## config.mk

```make
export PLATFORM = sky130hd
export DESIGN_NAME = packet_receiver_crc16_seq_check_top
export DESIGN_NICKNAME = d
export VERILOG_FILES = /design/src/rtl/pktrx_pkg.sv /design/src/rtl/pktrx_parser.sv /design/src/rtl/packet_receiver_crc16_seq_check_top.sv
export SDC_FILE = /design/constraint.sdc
export NUM_CORES = 1
export LEC_CHECK = 0
export CAP_MARGIN = 20
export CORE_MARGIN = 4
export CORE_UTILIZATION = 60
export DETAILED_ROUTE_END_ITERATION = 6
export DONT_BUFFER_PORTS = 1
export MAX_ROUTING_LAYER = met4
export PLACE_DENSITY = 0.78
export SYNTH_ARGS = -nofsm -noshare
export SYNTH_HDL_FRONTEND = slang
export SYNTH_SLANG_ARGS = --single-unit
```

## constraint.sdc

```tcl
create_clock -name clk_i -period 3.07 [get_ports clk_i]
set_input_delay 0.4605 -clock clk_i [delete_from_list [all_inputs] [get_ports clk_i]]
set_output_delay 0.4605 -clock clk_i [all_outputs]
set_load 0.01 [all_outputs]
```

## src/rtl/pktrx_pkg.sv

```systemverilog
// Shared types, codes and the CRC-16/ARC byte step for the packet receiver.
`timescale 1ns / 1ps

package pktrx_pkg;

  // result event codes
  localparam logic [2:0] EvNone    = 3'd0;
  localparam logic [2:0] EvPayload = 3'd1;
  localparam logic [2:0] EvStored  = 3'd2;
  localparam logic [2:0] EvCrcErr  = 3'd3;
  localparam logic [2:0] EvWrongNo = 3'd4;
  localparam logic [2:0] EvEnd     = 3'd5;

  localparam logic [7:0]  HeaderByte0 = 8'h75;
  localparam logic [7:0]  HeaderByte1 = 8'h65;
  localparam logic [7:0]  EndByte     = 8'h10;
  localparam logic [15:0] CrcPoly     = 16'hA001;
  localparam logic [8:0]  ExpectedMax = 9'd256;
  localparam logic [7:0]  FirstExpectedReset = 8'd1;

  typedef struct packed {
    logic [2:0] event_res;
    logic [7:0] payload_byte;
    logic [7:0] seq_number;
    logic [7:0] total_packets;
    logic [8:0] expected_number;
  } result_t;

  // reflected CRC-16, one byte, bitwise
  function automatic logic [15:0] crc_arc_update(input logic [15:0] crc, input logic [7:0] b);
    logic [15:0] c;
    c = crc ^ {8'h00, b};
    for (int k = 0; k < 8; k++) begin
      if (c[0]) begin
        c = (c >> 1) ^ CrcPoly;
      end else begin
        c = c >> 1;
      end
    end
    return c;
  endfunction

endpackage

```

## src/rtl/pktrx_parser.sv

```systemverilog
// Frame parser: header hunt, field capture, CRC accumulation, sequence check and end-run detection.
`timescale 1ns / 1ps

module pktrx_parser (
  input  logic                 clk_i,
  input  logic                 rst_ni,
  input  logic                 step_i,       // beat accepted this cycle
  input  logic [7:0]           rx_byte_i,
  input  logic                 start_i,
  input  logic [7:0]           first_exp_i,
  output pktrx_pkg::result_t   result_o      // result of the current beat
);

  localparam logic [3:0] StHunt    = 4'd0;
  localparam logic [3:0] StH101    = 4'd1;
  localparam logic [3:0] StNum     = 4'd2;
  localparam logic [3:0] StTotal   = 4'd3;
  localparam logic [3:0] StSize    = 4'd4;
  localparam logic [3:0] StPayload = 4'd5;
  localparam logic [3:0] StCrc1    = 4'd6;
  localparam logic [3:0] StCrc2    = 4'd7;
  localparam logic [3:0] StEnd1    = 4'd8;
  localparam logic [3:0] StEnd2    = 4'd9;

  logic [3:0]  state_q, state_d;
  logic [15:0] crc_q, crc_d;
  logic [8:0]  exp_q, exp_d;
  logic [7:0]  num_q, num_d;
  logic [7:0]  total_q, total_d;
  logic [7:0]  rem_q, rem_d;
  logic [7:0]  crc_hi_q, crc_hi_d;
  logic [2:0]  ev;
  logic [7:0]  pay;
  logic [15:0] crc_step;

  assign crc_step = pktrx_pkg::crc_arc_update(crc_q, rx_byte_i);

  always_comb begin
    state_d  = state_q;
    crc_d    = crc_q;
    exp_d    = exp_q;
    num_d    = num_q;
    total_d  = total_q;
    rem_d    = rem_q;
    crc_hi_d = crc_hi_q;
    ev       = pktrx_pkg::EvNone;
    pay      = 8'h00;
    if (start_i) begin
      exp_d    = {1'b0, first_exp_i};
      state_d  = StHunt;
      crc_d    = 16'h0000;
      rem_d    = 8'h00;
      crc_hi_d = 8'h00;
    end else begin
      unique case (state_q)
        StH101: begin
          if (rx_byte_i == pktrx_pkg::HeaderByte1) begin
            crc_d   = crc_step;
            state_d = StNum;
          end
        end
        StNum: begin
          num_d   = rx_byte_i;
          crc_d   = crc_step;
          state_d = StTotal;
        end
        StTotal: begin
          total_d = rx_byte_i;
          crc_d   = crc_step;
          state_d = StSize;
        end
        StSize: begin
          rem_d   = rx_byte_i;
          crc_d   = crc_step;
          state_d = (rx_byte_i == 8'h00) ? StCrc1 : StPayload;
        end
        StPayload: begin
          crc_d = crc_step;
          ev    = pktrx_pkg::EvPayload;
          pay   = rx_byte_i;
          rem_d = rem_q - 8'd1;
          if (rem_d == 8'h00) begin
            state_d = StCrc1;
          end
        end
        StCrc1: begin
          crc_hi_d = rx_byte_i;
          state_d  = StCrc2;
        end
        StCrc2: begin
          if (crc_q[15:8] == crc_hi_q && crc_q[7:0] == rx_byte_i) begin
            if ({1'b0, num_q} == exp_q) begin
              ev = pktrx_pkg::EvStored;
              if (exp_q < pktrx_pkg::ExpectedMax) begin
                exp_d = exp_q + 9'd1;
              end
            end else begin
              ev = pktrx_pkg::EvWrongNo;
            end
          end else begin
            ev = pktrx_pkg::EvCrcErr;
          end
          state_d = StHunt;
        end
        StEnd1: begin
          state_d = (rx_byte_i == pktrx_pkg::EndByte) ? StEnd2 : StHunt;
        end
        StEnd2: begin
          if (rx_byte_i == pktrx_pkg::EndByte) begin
            ev = pktrx_pkg::EvEnd;
          end
          state_d = StHunt;
        end
        default: begin
          // hunt; unused codes land here too
          if (rx_byte_i == pktrx_pkg::HeaderByte0) begin
            crc_d   = pktrx_pkg::crc_arc_update(16'h0000, rx_byte_i);
            state_d = StH101;
          end else if (rx_byte_i == pktrx_pkg::EndByte) begin
            state_d = StEnd1;
          end else begin
            state_d = StHunt;
          end
        end
      endcase
    end
  end

  always_ff @(posedge clk_i or negedge rst_ni) begin
    if (!rst_ni) begin
      state_q  <= StHunt;
      crc_q    <= 16'h0000;
      exp_q    <= {1'b0, pktrx_pkg::FirstExpectedReset};
      num_q    <= 8'h00;
      total_q  <= 8'h00;
      rem_q    <= 8'h00;
      crc_hi_q <= 8'h00;
    end else if (step_i) begin
      state_q  <= state_d;
      crc_q    <= crc_d;
      exp_q    <= exp_d;
      num_q    <= num_d;
      total_q  <= total_d;
      rem_q    <= rem_d;
      crc_hi_q <= crc_hi_d;
    end
  end

  assign result_o = '{event_res:       ev,
                      payload_byte:    pay,
                      seq_number:      num_d,
                      total_packets:   total_d,
                      expected_number: exp_d};

endmodule

```

## src/rtl/packet_receiver_crc16_seq_check_top.sv

```systemverilog
// Top level: stream handshakes, config register and result register around the parser.
// A result beat is registered and appears in the cycle after its input beat is accepted.
// Throughput: one input beat per cycle while results are drained; every input beat yields exactly one result beat.
// Input is taken whenever the result register is empty or being drained that cycle.
// Reset: async active low; parser returns to header hunt, expected number to 1,
// first-expected register to 1, result register empty.
`timescale 1ns / 1ps

module packet_receiver_crc16_seq_check_top (
  input  logic        clk_i,
  input  logic        rst_ni,
  input  logic        cfg_valid_i,
  output logic        cfg_ready_o,
  input  logic [7:0]  cfg_wdata_i,     // first_expected_number
  input  logic        s_axis_tvalid_i,
  output logic        s_axis_tready_o,
  input  logic [7:0]  s_axis_tdata_i,  // [7:0] rx_byte
  input  logic        s_axis_tuser_i,  // [0] start_session
  output logic        m_axis_tvalid_o,
  input  logic        m_axis_tready_i,
  output logic [39:0] m_axis_tdata_o,  // [7:0] payload_byte, [15:8] seq_number,
                                       // [23:16] total_packets, [32:24] expected_number
  output logic [2:0]  m_axis_tuser_o   // [2:0] event_res
);

  logic               in_beat;
  logic               out_valid_q;
  logic [7:0]         first_exp_q;
  pktrx_pkg::result_t step_res;
  pktrx_pkg::result_t out_q;

  assign cfg_ready_o     = 1'b1;
  assign s_axis_tready_o = !out_valid_q || m_axis_tready_i;
  assign in_beat         = s_axis_tvalid_i && s_axis_tready_o;

  always_ff @(posedge clk_i or negedge rst_ni) begin
    if (!rst_ni) begin
      first_exp_q <= pktrx_pkg::FirstExpectedReset;
    end else if (cfg_valid_i) begin
      first_exp_q <= cfg_wdata_i;
    end
  end

  pktrx_parser u_parser (
    .clk_i       (clk_i),
    .rst_ni      (rst_ni),
    .step_i      (in_beat),
    .rx_byte_i   (s_axis_tdata_i),
    .start_i     (s_axis_tuser_i),
    .first_exp_i (first_exp_q),
    .result_o    (step_res)
  );

  always_ff @(posedge clk_i or negedge rst_ni) begin
    if (!rst_ni) begin
      out_valid_q <= 1'b0;
    end else if (in_beat) begin
      out_valid_q <= 1'b1;
    end else if (m_axis_tready_i) begin
      out_valid_q <= 1'b0;
    end
  end

  always_ff @(posedge clk_i) begin
    if (in_beat) begin
      out_q <= step_res;
    end
  end

  assign m_axis_tvalid_o = out_valid_q;
  assign m_axis_tuser_o  = out_q.event_res;
  assign m_axis_tdata_o  = {7'b0000000, out_q.expected_number, out_q.total_packets,
                            out_q.seq_number, out_q.payload_byte};

endmodule

```

Word level (Yosys, flattened, before mapping)
Cells that the tools add are included.
W data, S select, Z words.
{"block": "op_classes", "add_sub_neg": 2, "bitwise_logic": 18, "eq_ne": 18, "reduce_logical": 19, "n_mux": 68, "n_lt_le_gt_ge": 1}
{"op": "$mux W16", "n": 40}
{"op": "$mux W8", "n": 7}
{"op": "$pmux W16 S3", "n": 1}
{"op": "$mux W9", "n": 5}
{"op": "$not A2 Y3", "n": 15}
{"op": "$pmux W4 S8", "n": 1}
{"op": "$mux W4", "n": 6}
{"op": "$eq A4 B3 Y1 const B", "n": 4}
{"op": "$eq A8 B7 Y1 const B", "n": 2}
{"op": "$eq A8 B8 Y1", "n": 2}
{"op": "$logic_not A8 Y1", "n": 2}
{"op": "$pmux W8 S2", "n": 1}
{"op": "$xor A16 B8 Y16", "n": 1}
{"op": "$add A9 B1 Y9 const B", "n": 1}
{"op": "$eq A8 B9 Y1", "n": 1}
{"op": "$lt A9 B9 Y1 const B", "n": 1}
{"op": "$mux W3", "n": 3}
{"op": "$pmux W3 S3", "n": 1}
{"op": "$reduce_or A9 Y1", "n": 1}
{"op": "$eq A4 B2 Y1 const B", "n": 2}
{"op": "$eq A4 B4 Y1 const B", "n": 2}
{"op": "$eq A8 B5 Y1 const B", "n": 1}
{"op": "$reduce_or A4 Y1", "n": 2}
{"op": "$sub A8 B1 Y8 const B", "n": 1}
{"op": "17 further kinds", "n": 23}
{"block": "totals", "out_inout_bits": 46, "input_bits": 22, "regBits": 106, "word_cells": 140}

Depth between registers and ports, before layout
{"block": "depth", "depth_word": 40, "depth_mapped": 10, "mapped_depth_nobuf": 8}

Modules after synthesis
From an unflattened synthesis, not the netlist that was laid out.
{"block": "hier_totals", "hier_cells": 553, "area_unflattened_um2": 5801.8}
{"module": "pktrx_parser", "seq_area_each_um2": 1527.7, "cells_each": 486, "area_per_inst_um2": 4276.6, "instances": 1}
{"module": "packet_receiver_crc16_seq_check_top", "seq_area_each_um2": 1307.5, "cells_each": 67, "area_per_inst_um2": 1525.2, "instances": 1}

Worst setup path after synthesis
OpenSTA, ideal clock, no wires.
{"block": "synth_path", "path_kind": "input-to-reg", "startpoint": "input m_axis_tready_i", "endpoint": "register out_q (netlist bit m_axis_tdata_o[0]), enable pin", "cell_stages": 4, "t_arrival_ps": 2117, "setup_slack_ps": 539, "cell_sequence": "nand2b_1 nand2_1 clkinv_1 clkbuf_1"}
{"block": "synth_via", "elab_chain_cells": 2}
{"element": "from (decl)", "line": "packet_receiver_crc16_seq_check_top.sv:20", "text": "input logic m_axis_tready_i,"}
{"element": "$logic_or A1 B1 Y1", "line": "packet_receiver_crc16_seq_check_top.sv:33", "text": "assign s_axis_tready_o = !out_valid_q || m_axis_tready_i;"}
{"element": "$logic_and A1 B1 Y1", "line": "packet_receiver_crc16_seq_check_top.sv:34", "text": "assign in_beat = s_axis_tvalid_i && s_axis_tready_o;"}
{"element": "via in_beat", "line": "packet_receiver_crc16_seq_check_top.sv:26", "text": "logic in_beat;"}
{"element": "to (signal assigned)", "line": "packet_receiver_crc16_seq_check_top.sv:66", "text": "out_q <= step_res;"}
{"element": "to (decl)", "line": "packet_receiver_crc16_seq_check_top.sv:30", "text": "pktrx_pkg::result_t out_q;"}
The timed path passes the listed nets, and every way through them passes these cells.
A chain may end at the register's enable or synchronous reset.

==> parameters.txt <==
Parameter                              Value

CTS
  Reg clk slew, reported paths    0.11 ns
  Clock tree from TritonCTS    done
  Root Driver    sky130_fd_sc_hd__clkbuf_8
  Insertion delay of the later-clocked pin in the worst-skew pair    0.37 ns
  Count of buffers added by post-CTS timing repair for setup    0
  Post-cts sizing count    0
  Maximum buffer depth of the clock tree    2
  Clk sink count    106
  Total clock buffers created by CTS    9
  CTS H-tree depth    3

GRT
  Global-route usage over all layers    24.90%
  Via count of the first global-routing pass    4122
  Met2 capacity usage during global routing    38.34%
  Met1 demand-to-capacity share in global routing    34.28%
  First-pass GRT wire length    21490 um
  Maximum number of pins on one net before global-route repair    71
  Number of antenna violations at the first check in global routing    0
  Total congestion overflow    0
  Busiest grt layer    met2
  Met3 usage    4.675%

Final layout
  Area Overhead vs Synth    4.274%
  Antenna cell count    0
  Filler Cells Inserted    784
  Share of final-layout standard cells stronger than drive strength 1    8.621%
  Number of nets in the layout    614
  Post-route design area    6013 um2

Power
  Power Density    622.0 nW/um2
  Sequential share of power    52.8%
  Static leakage    2.530 nW
  Total power after layout    3.740 mW
  Switching power    1.268 mW
  Switching share of power    33.90%
  Clock Power Share    21.1%
  Internal power consumption    2.472 mW
  Power share of the combinational group    26.1%
  Max IR drop VDD    313.5 uV

Floorplan
  Placement Rows    35
  Number of top-level pins    68
  Die Width    106.0 um
  Die outline height    106.0 um
  Initial standard-cell utilization of the core    62.12%
  Std-Cell Core Area    9284 um2
  Die area    11240 um2

STA
  Relative slew slack    33.56%
  Minimum clock period after layout    2.465 ns
  Setup repair after global routing missed its margin    no
  Final TNS setup    0 ns
  Final hold violation count    0
  Final Cycle Share    80.29%
  Max Freq    0.4057 GHz
  Min Hold Slack    0.1895 ns
  Final number of max-transition violations    0
  Slew at the pin with the worst max-slew slack    0.9900 ns
  Worst clock skew    0.01905 ns
  # setup viols final    0

Drt
  Remaining antenna violation count after routing    0
  Detailed Route WL    12940 um
  Total iterations of the first detailed-routing run    5
  Per-cell routed wire length    18.26 um
  DRC violation total after the first TritonRoute iteration    373
  Via count    4194
  Residual DRC count    0
  Number of vias per cell    5.915

Synth
  Top-area cell type share of the netlist area    29.51%
  Number of synthesized register bits    106
  Total of warnings raised by yosys    0
  Gate Count Post-Synth    586
  Netlist Area Pre-Place    5767 um2
  Fraction of registers with async set/reset    66.04%
  Sequential share of the synthesized area    49.16%
  Syn_area_per_cell    9.841 um2
  Dominant synthesized flop cell    sky130_fd_sc_hd__dfrtp_1
  EDFF count, synth    36
  Synth cell types    64
  Top cell type by total area after synthesis    sky130_fd_sc_hd__dfrtp_1
  Ranking of synthesized cells by area    sky130_fd_sc_hd__dfrtp_1 30%, sky130_fd_sc_hd__edfxtp_1 19%, sky130_fd_sc_hd__nand2_1 7.6%

Min path
  Hold worst-path end    m_axis_tvalid_o
  Hold/Removal Path Class    in -> reg
  Hold Path Cell Cnt    1
  Startpoint of the most critical hold path    s_axis_tvalid_i

Critical path
  Delay of the slowest cell on the worst path    0.45 ns
  Start of the worst register-to-register path    u_parser.crc_q[0]
  Type of the worst setup path    reg -> reg
  Top fanout value on the critical path    10
  Type of origin of the critical path    flop
  Logic depth of the worst path, buffers included    8
  Number of buffer and inverter instances along the worst setup path    0
  Max stage delay cell, worst path    sky130_fd_sc_hd__dfrtp_1
  CP delay by family, top    simple AND/OR/NAND/NOR gates
  Critical Path, Cell by Cell    xnor2_1, ha_1, nand4_1, nor2_1, and4b_1, nand2_2, nor4b_1, nor3_1
  Setup slack of the worst register-to-register path    0.61 ns
  Length in cells of the worst reg-to-reg path    8
  CP required    3.20 ns
  Kind of end point of the critical path    flop
  RR Endpoint    m_axis_tdata_o[28]
  Worst endpoint data arrival time    2.60 ns

Placed design
  Area post-placement    5798 um2
  Routability congestion estimate    0.9673
  Placed wire-length estimate after detailed placement    9396 um
  Number of input and output port buffers inserted    0

Run
  Maximum capacitance violations    0

Outcome
  Result of the run    finished clean
==> synthesized netlist by cell type (all sizes together) (3+ instances only) <==
| cell type | n |
|---|---|
| nand3b | 3 |
| nor3b | 7 |
| o31ai | 15 |
| ha | 17 |
| nor4 | 5 |
| o21ai | 32 |
| nand4 | 4 |
| a22o | 4 |
| nand2 | 117 |
| nand3 | 17 |
| and4 | 3 |
| edfxtp | 36 |
| nand2b | 6 |
| mux2 | 16 |
| xnor2 | 34 |
| dfrtp | 68 |
| clkbuf | 17 |
| nor3 | 10 |
| a211oi | 3 |
| xor2 | 16 |
| a21oi | 16 |
| mux2i | 5 |
| a31oi | 4 |
| inv | 13 |
| o22ai | 4 |
| buf | 21 |
| or2 | 3 |
| a2bb2oi | 3 |
| nor2 | 51 |
| o21a | 3 |
==> registers in the layout, indices dropped and copies added (netlist names) <==
name and count:
u_parser.num_q 8, m_axis_tdata_o 33, m_axis_tuser_o 3, u_parser.crc_hi_q 8
u_parser.state_q 4, u_parser.rem_q 8, m_axis_tvalid_o 1, u_parser.total_q 8
first_exp_q 8, u_parser.crc_q 16, u_parser.exp_q 9
==> layout make-up <==
class                           instances  area, um2  share of cell area (%)
Clock buffer                           10      127.6                   2.122
Sequential cell                       106       2835                   47.15
Clock inverter                          6      50.05                  0.8323
Inverter                               14      52.55                  0.8739
Tap cell                              129      161.4                   2.684
Multi-Input combinational cell        434       2689                   44.71
Timing Repair Buffer                   10      97.59                   1.623
==> cell families after synthesis <==
kind of cell	synth area share [%]
buffers and inverters	4.600
and+or+nand+nor	18.81
other	0.1302
DFF	49.16
muxes	3.992
AOI/OAI and AO/OA	11.24
xor gates and xnor gates	8.375
adders and majority gates	3.688
==> cells in the final DEF (no fill, tap or decap), types with 4 or more instances in the layout <==
| master | n |
|---|---|
| sky130_fd_sc_hd__a21oi_1 | 16 |
| sky130_fd_sc_hd__nand3_1 | 16 |
| sky130_fd_sc_hd__edfxtp_1 | 36 |
| sky130_fd_sc_hd__buf_4 | 8 |
| sky130_fd_sc_hd__dfrtp_1 | 68 |
| sky130_fd_sc_hd__clkinvlp_4 | 4 |
| sky130_fd_sc_hd__conb_1 | 8 |
| sky130_fd_sc_hd__o22ai_1 | 4 |
| sky130_fd_sc_hd__nor4_1 | 5 |
| sky130_fd_sc_hd__o31ai_1 | 15 |
| sky130_fd_sc_hd__a22o_1 | 4 |
| sky130_fd_sc_hd__inv_1 | 13 |
| sky130_fd_sc_hd__nor3_1 | 9 |
| sky130_fd_sc_hd__clkbuf_8 | 9 |
| sky130_fd_sc_hd__xor2_1 | 16 |
| sky130_fd_sc_hd__a31oi_1 | 4 |
| sky130_fd_sc_hd__mux2_2 | 16 |
| sky130_fd_sc_hd__mux2i_1 | 5 |
| sky130_fd_sc_hd__nor3b_1 | 6 |
| sky130_fd_sc_hd__nand4_1 | 4 |
| sky130_fd_sc_hd__o21ai_0 | 29 |
| sky130_fd_sc_hd__ha_1 | 17 |
| sky130_fd_sc_hd__nor2_1 | 51 |
| sky130_fd_sc_hd__nand2_1 | 116 |
| sky130_fd_sc_hd__xnor2_1 | 34 |
| sky130_fd_sc_hd__nand2b_1 | 5 |
==> power groups by stage <==
stage | clock network (mW) | registers, mW | logic (mW)
5_1_grt | 0.875 | 2.00 | 1.10
2_1_floorplan | 0 | 1.91 | 0.829
6_report | 0.789 | 1.97 | 0.977
3_3_place_gp | 0 | 1.99 | 0.909
3_5_place_dp | 0 | 2.00 | 0.947
4_1_cts | 0.805 | 1.97 | 0.976
==> per-stage QoR <==
step	setup slack, ns	util, %	cells
after floorplan	0.5390	-	592
after global placement	0.6592	62.45	691
after detailed placement	0.5931	62.45	691
after CTS	0.6355	64.77	709
after global routing	0.4048	64.77	709
final	0.6051	64.77	709
==> how the worst max path moves through the flow <==
stage | start | endpoint | slack [ns]
after floorplan | m_axis_tready_i | m_axis_tdata_o[0] | 0.54
after global placement | s_axis_tdata_i[0] | m_axis_tdata_o[28] | 0.66
after detailed placement | s_axis_tdata_i[7] | m_axis_tdata_o[28] | 0.59
after CTS | u_parser.crc_q[0] | m_axis_tdata_o[28] | 0.64
after global routing | u_parser.crc_q[0] | m_axis_tdata_o[28] | 0.40
final | u_parser.crc_q[0] | m_axis_tdata_o[28] | 0.61
==> what timing repair did <==
item | CTS | global route
hold endpoints to repair | 70 | 0
hold buffers | 2 | 0
setup endpoints to repair | 0 | 0
==> routing by layer <==
layer	vias up	wire [um]
met5	-	0
met4	0	148
met3	17	836
met2	154	6141
met1	2035	5818
li1	1988	-
Note: power is estimated with default switching activity, not from simulation.
